File: config.mk
export PLATFORM = sky130hd
export DESIGN_NAME = rdxm_ram
export DESIGN_NICKNAME = d
export VERILOG_FILES = /design/src/rtl/rdxm_ram.sv
export SDC_FILE = /design/constraint.sdc
export NUM_CORES = 2
export LEC_CHECK = 0
export BUFFER_PORTS_ARGS = -buffer_cell sky130_fd_sc_hd__buf_4
export CAP_MARGIN = 10
export CORE_MARGIN = 5
export CORE_UTILIZATION = 35
export DETAILED_ROUTE_END_ITERATION = 6
export GPL_TIMING_DRIVEN = 0
export PLACE_DENSITY = 0.5
export SETUP_SLACK_MARGIN = 0.2
export SLEW_MARGIN = 10
export SYNTH_ARGS = -nofsm -noshare
export SYNTH_HDL_FRONTEND = slang
export SYNTH_SLANG_ARGS = --single-unit
File: constraint.sdc
create_clock -name aclk -period 6.75 [get_ports aclk]
set_clock_uncertainty 0.2 [all_clocks]
set_input_delay 1.0125 -clock aclk [delete_from_list [all_inputs] [get_ports aclk]]
set_output_delay 1.0125 -clock aclk [all_outputs]
set_load 0.02 [all_outputs]
File: src/rtl/rdxm_ram.sv
module rdxm_ram #(
    parameter int ADDR_BITS = 8,
    parameter int DATA_BITS = 8
) (
    input  logic                 aclk,
    input  logic                 we,
    input  logic [ADDR_BITS-1:0] waddr,
    input  logic [DATA_BITS-1:0] wdata,
    input  logic [ADDR_BITS-1:0] raddr,
    output logic [DATA_BITS-1:0] rdata
);

    logic [DATA_BITS-1:0] mem [2**ADDR_BITS];

    // one write port, registered read port
    always_ff @(posedge aclk) begin
        if (we) begin
            mem[waddr] <= wdata;
        end
        rdata <= mem[raddr];
    end

endmodule

Word level (Yosys, flattened, before mapping). Memories as Yosys holds them, arrays and structs flattened. A register that Yosys moved wholly into a read port is not among the register bits. Index checks and enable logic that the tools add are counted.

Add/subtract/negate cells: 0. Multiply operators: 0. Div/mod/pow operators: 0. Magnitude comparators: 0. Eq/ne operators: 0. Shift-type cells: 0. Multiplexer cells: 2. Bitwise operators: 0. Reductions and logical operators: 0.

Operator list (number): $mux W1 (2).

Register bits: 0. Bits in latches: 0. Memory bits (writable): 2048. ROM bits: 0. Bits of input ports: 26. Output and inout bits: 8. Word-level logic and storage cells: 3. Memories kept: 1.

Memory list: mem (words 256, bits a word 8, rd ports 1, clocked after Yosys merged registers in 1, wr ports 1, line 13) `logic [DATA_BITS-1:0] mem [2**ADDR_BITS];`.

Longest topological paths before layout.
Depth after elaboration: 2. Gate-level depth with buffers: 11. Depth with buffers taken out: 6.

Worst setup path after synthesis. Ideal clock, no wire load.

Kind: input to register. Start: input raddr[0]. End: register rdata[2] (read register of mem). Setup time: 0.131 ns. Arrival: 2.819 ns. Required time: 6.419 ns. Setup slack: 3.600 ns. Stages on the path: 9. Buffers on the path: 4. Cell sequence: buf_6 -> buf_12 -> buf_8 -> buf_2 -> mux4_2 -> a22oi_1 -> a21oi_1 -> nor4_1 -> nor4_2.

RTL lines: from (decl) (line 9) `input logic [ADDR_BITS-1:0] raddr,`; to (decl) (line 10) `output logic [DATA_BITS-1:0] rdata`.

==> metrics.md <==
| Metric | Value |
|---|---|
| Run status | complete, but fails checks |
| Violated checks | capacitance limit, slew limit |
| Worst min path class | primary input to flop |
| Proportion of synthesized flip-flops having asynchronous set or reset | 0 |
| Syn Std Cell Area | around 0.080 mm^2 |
| Overall die height | 487 um |
| Layout fillers | a little over 20000 |
| Post-synthesis to final-layout area growth | 14.3% |
| Unrepaired setup endpoints after global routing | no |
| Worst Path Class, Setup | primary input to flop |
| Total half-perimeter wirelength after legalization and detailed placement | 176000 um |
| Count of different cell masters after synthesis | 55 |
| F_max | between 150 and 200 MHz |
| Clk slew on worst S/H paths | around 0.06 ns |
| I/O pins | 34 |
| Required time of the worst setup path | 7.18 ns |
| Total Power | 27.1 mW |
| Number of global-route vias before repair | a little over 40000 |
| Startpoint type of the worst setup path | primary input |
| Number of design-rule violations left by the first detailed-router iteration | around 5500 |
| DRC violations left | 0 |
| Cell leakage power | 27.7 nW |
| Global-route wire length before repair | approximately 350000 um |
| Arrival @ worst endpoint | just under 6 ns |
| Setup fix buffers added after clock tree synthesis | 0 |
| Number of synthesis warnings | 0 |
| Router iterations before antenna repair | 6 |
| Total power divided by cell area | around 300 mW/mm^2 |
| Number of storage elements in the synthesis netlist | approximately 2000 |
| Register-to-register path setup slack | ~2.8 ns |
| Die Area | roughly 0.24 mm^2 |
| Max-Slew Margin vs Limit | -0.00265 |
| Clock tree from TritonCTS | yes |
| CTS max path bufs | 3 |
| Chip width | slightly below 500 um |
| Area of the core | 0.227 mm^2 |
| Per-instance average area after synthesis | between 20 and 25 um^2 |
| Clock buffer count from CTS | approximately 210 |
| Count of cells resized by post-cts repair | 0 |
| Total Routing Usage GR | 0.219 |
| Largest net degree at the start of global routing | around 140 |
| Post-route fraction of the period consumed by the critical path | 0.796 |
| Antenna violations before repair | 32 |
| Per-cell routed wire length | between 30 and 40 um |
| Minimum hold slack | approximately 0.35 ns |
| Sum of overflow across all layers after global routing | 0 |
| Post-synth EDFFs | 2048 |
| Number of sinks driven by the clock tree | 2056 |
| Max-slew violation count | 1 |
| Net count of the finished layout | a little over 4000 |
| Insertion delay to the later sink of the worst-skew pair | 0.87 ns |
| Final Core Density | 0.401 |
| Post-synthesis instance total | around 3700 |
| Initial Utilization | 0.351 |
| Fraction of the yosys area taken by sequential cells | 0.775 |
| Final weighted congestion of routability-driven global placement | around 0.88 |
| Detailed-route vias per instance | 5.70 |
| Net Count, Synth | between 3000 and 4000 |
| Setup-failing EPs final | 0 |
| Number of cell rows | between 150 and 200 |
| Final Hold Violating Endpoints | 0 |
| Clock period minus final worst setup slack | approximately 5.4 ns |
| Post-Route WL | about 260000 um |
| Commonest register cell after synthesis | edfxtp_1 |
| Root Buffer Master | clkbuf_16 |
| Worst Tran Pin Value | approximately 1.5 ns |
| CTS H-tree lvls | 4 |
| Vias after detailed routing | around 41000 |
| Hold buffer count at CTS | 0 |
| Antenna violation net count after detailed routing | 0 |
| Fraction of final layout cells with drive strength greater than 1 | 0.229 |
| Maxcap violations | 2 |
| CP Capture Type | flop |
| Count of input and output buffers | 26 |
| Maximum fanout along the worst path | 10 |
| Highest ir drop seen on vdd | about 0.25 mV |
[sequential cells by signal, indices dropped and copies added (netlist names)]
name,flops
mem,2048
rdata,8
[cells by family after synthesis]
kind of cell	synth area share
DFF	0.775
muxes	0.146
buffers and inverters	0.0183
AOI/OAI and AO/OA	0.0342
and+or+nand+nor	0.0263
[metal layers]
| layer | part of all wire | GRT usage | routed length, um | vias to the layer above |
|---|---|---|---|---|
| li1 | - | - | - | 16300 |
| met5 | 0.00019 | 0 | 49 | - |
| met1 | 0.40 | 0.294 | 106000 | 22300 |
| met2 | 0.46 | 0.339 | 121000 | 2063 |
| met3 | 0.096 | 0.0672 | 25300 | 446 |
| met4 | 0.041 | 0.0821 | 10900 | 8 |
[worst paths after layout]
kind                                             from                    end  cells past startpoint
worst max-delay path                         raddr[4]       rdata[4]$_DFF_P_                      9
worst min register to register  mem[216][1]$_DFFE_PP_       rdata[1]$_DFF_P_                      6
worst max register to register   mem[83][3]$_DFFE_PP_       rdata[3]$_DFF_P_                      6
worst min-delay path                         wdata[5]  mem[171][5]$_DFFE_PP_                      1
[cells in the mapped netlist, types with 13 or more instances]
| master | number | area share |
|---|---|---|
| edfxtp_1 | 2048 | 0.77 |
| buf_4 | 27 | 0.0025 |
| nor3_1 | 22 | 0.0014 |
| buf_2 | 31 | 0.0020 |
| nor4_1 | 24 | 0.0019 |
| clkbuf_1 | 111 | 0.0052 |
| buf_1 | 22 | 0.0010 |
| a211oi_1 | 16 | 0.0015 |
| nand2_1 | 33 | 0.0016 |
| buf_6 | 21 | 0.0030 |
| a221oi_1 | 13 | 0.0014 |
| buf_8 | 13 | 0.0025 |
| o221ai_1 | 46 | 0.0051 |
| nor2b_1 | 31 | 0.0024 |
| a22oi_1 | 133 | 0.013 |
| a21oi_1 | 96 | 0.0060 |
| nor2_1 | 282 | 0.013 |
| o22ai_1 | 28 | 0.0022 |
| nand3_1 | 34 | 0.0021 |
| mux2i_1 | 134 | 0.017 |
| mux4_2 | 454 | 0.13 |
[layout by cell type, fill, tap and decap left out, drive strengths merged, types with 4 or more instances in the layout]
cell,count
mux4,456
nand2b,8
nand3,34
o22ai,28
bufinv,13
nor4,27
mux2i,134
diode,14
edfxtp,2048
and2,6
a2111oi,5
nor3,22
a221oi,14
or2,4
inv,11
buf,172
a22oi,133
nor2b,31
a211oi,16
a21oi,96
o211ai,10
o21ai,12
nor2,282
dfxtp,8
nand2,33
clkbuf,374
nand4,10
o221ai,47
o32ai,5
clkinv,110
a22o,8
o22a,5
clkinvlp,5
[critical path, stage by stage]
cell and delay [ns]:
buf_4 0.09, buf_4 0.28, clkbuf_1 0.94, clkbuf_1 0.94, clkbuf_2 0.78, a211oi_1 0.20
nor2_1 0.26, nor4_1 0.19, nor4_1 1.05
[metrics by stage]
stage	setup TNS (ns)	area, um^2	setup slack (ns)	cells
global placement	-0.300	83500	-0.156	6768
finish	0	91000	1.38	7207
detailed placement	0	84300	0.281	6793
floorplan	0	79600	3.60	3733
global route	0	90900	1.40	7196
CTS	0	90900	1.19	7191
[layout make-up]
class	count	area [um^2]	share of cell area
Multi-Input combinational cell	1442	16500	0.182
Sequential cell	2056	61700	0.678
Clock buffer	261	5530	0.0608
Timing Repair Buffer	53	855	0.00939
Tap cell	3009	3760	0.0414
Antenna cell	14	35.0	0.000385
Inverter	2	7.51	0.0000825
Clock inverter	137	1100	0.0121
Buffer	233	1500	0.0165
[where the power goes]
| part | leakage, nW | internal, mW | switching (mW) |
|---|---|---|---|
| combinational | 6.04 | 0.476 | 1.12 |
| sequential | 18.5 | 14.1 | 0.00913 |
| clock | 3.24 | 6.32 | 5.07 |
(Power assumes the default switching activity.)
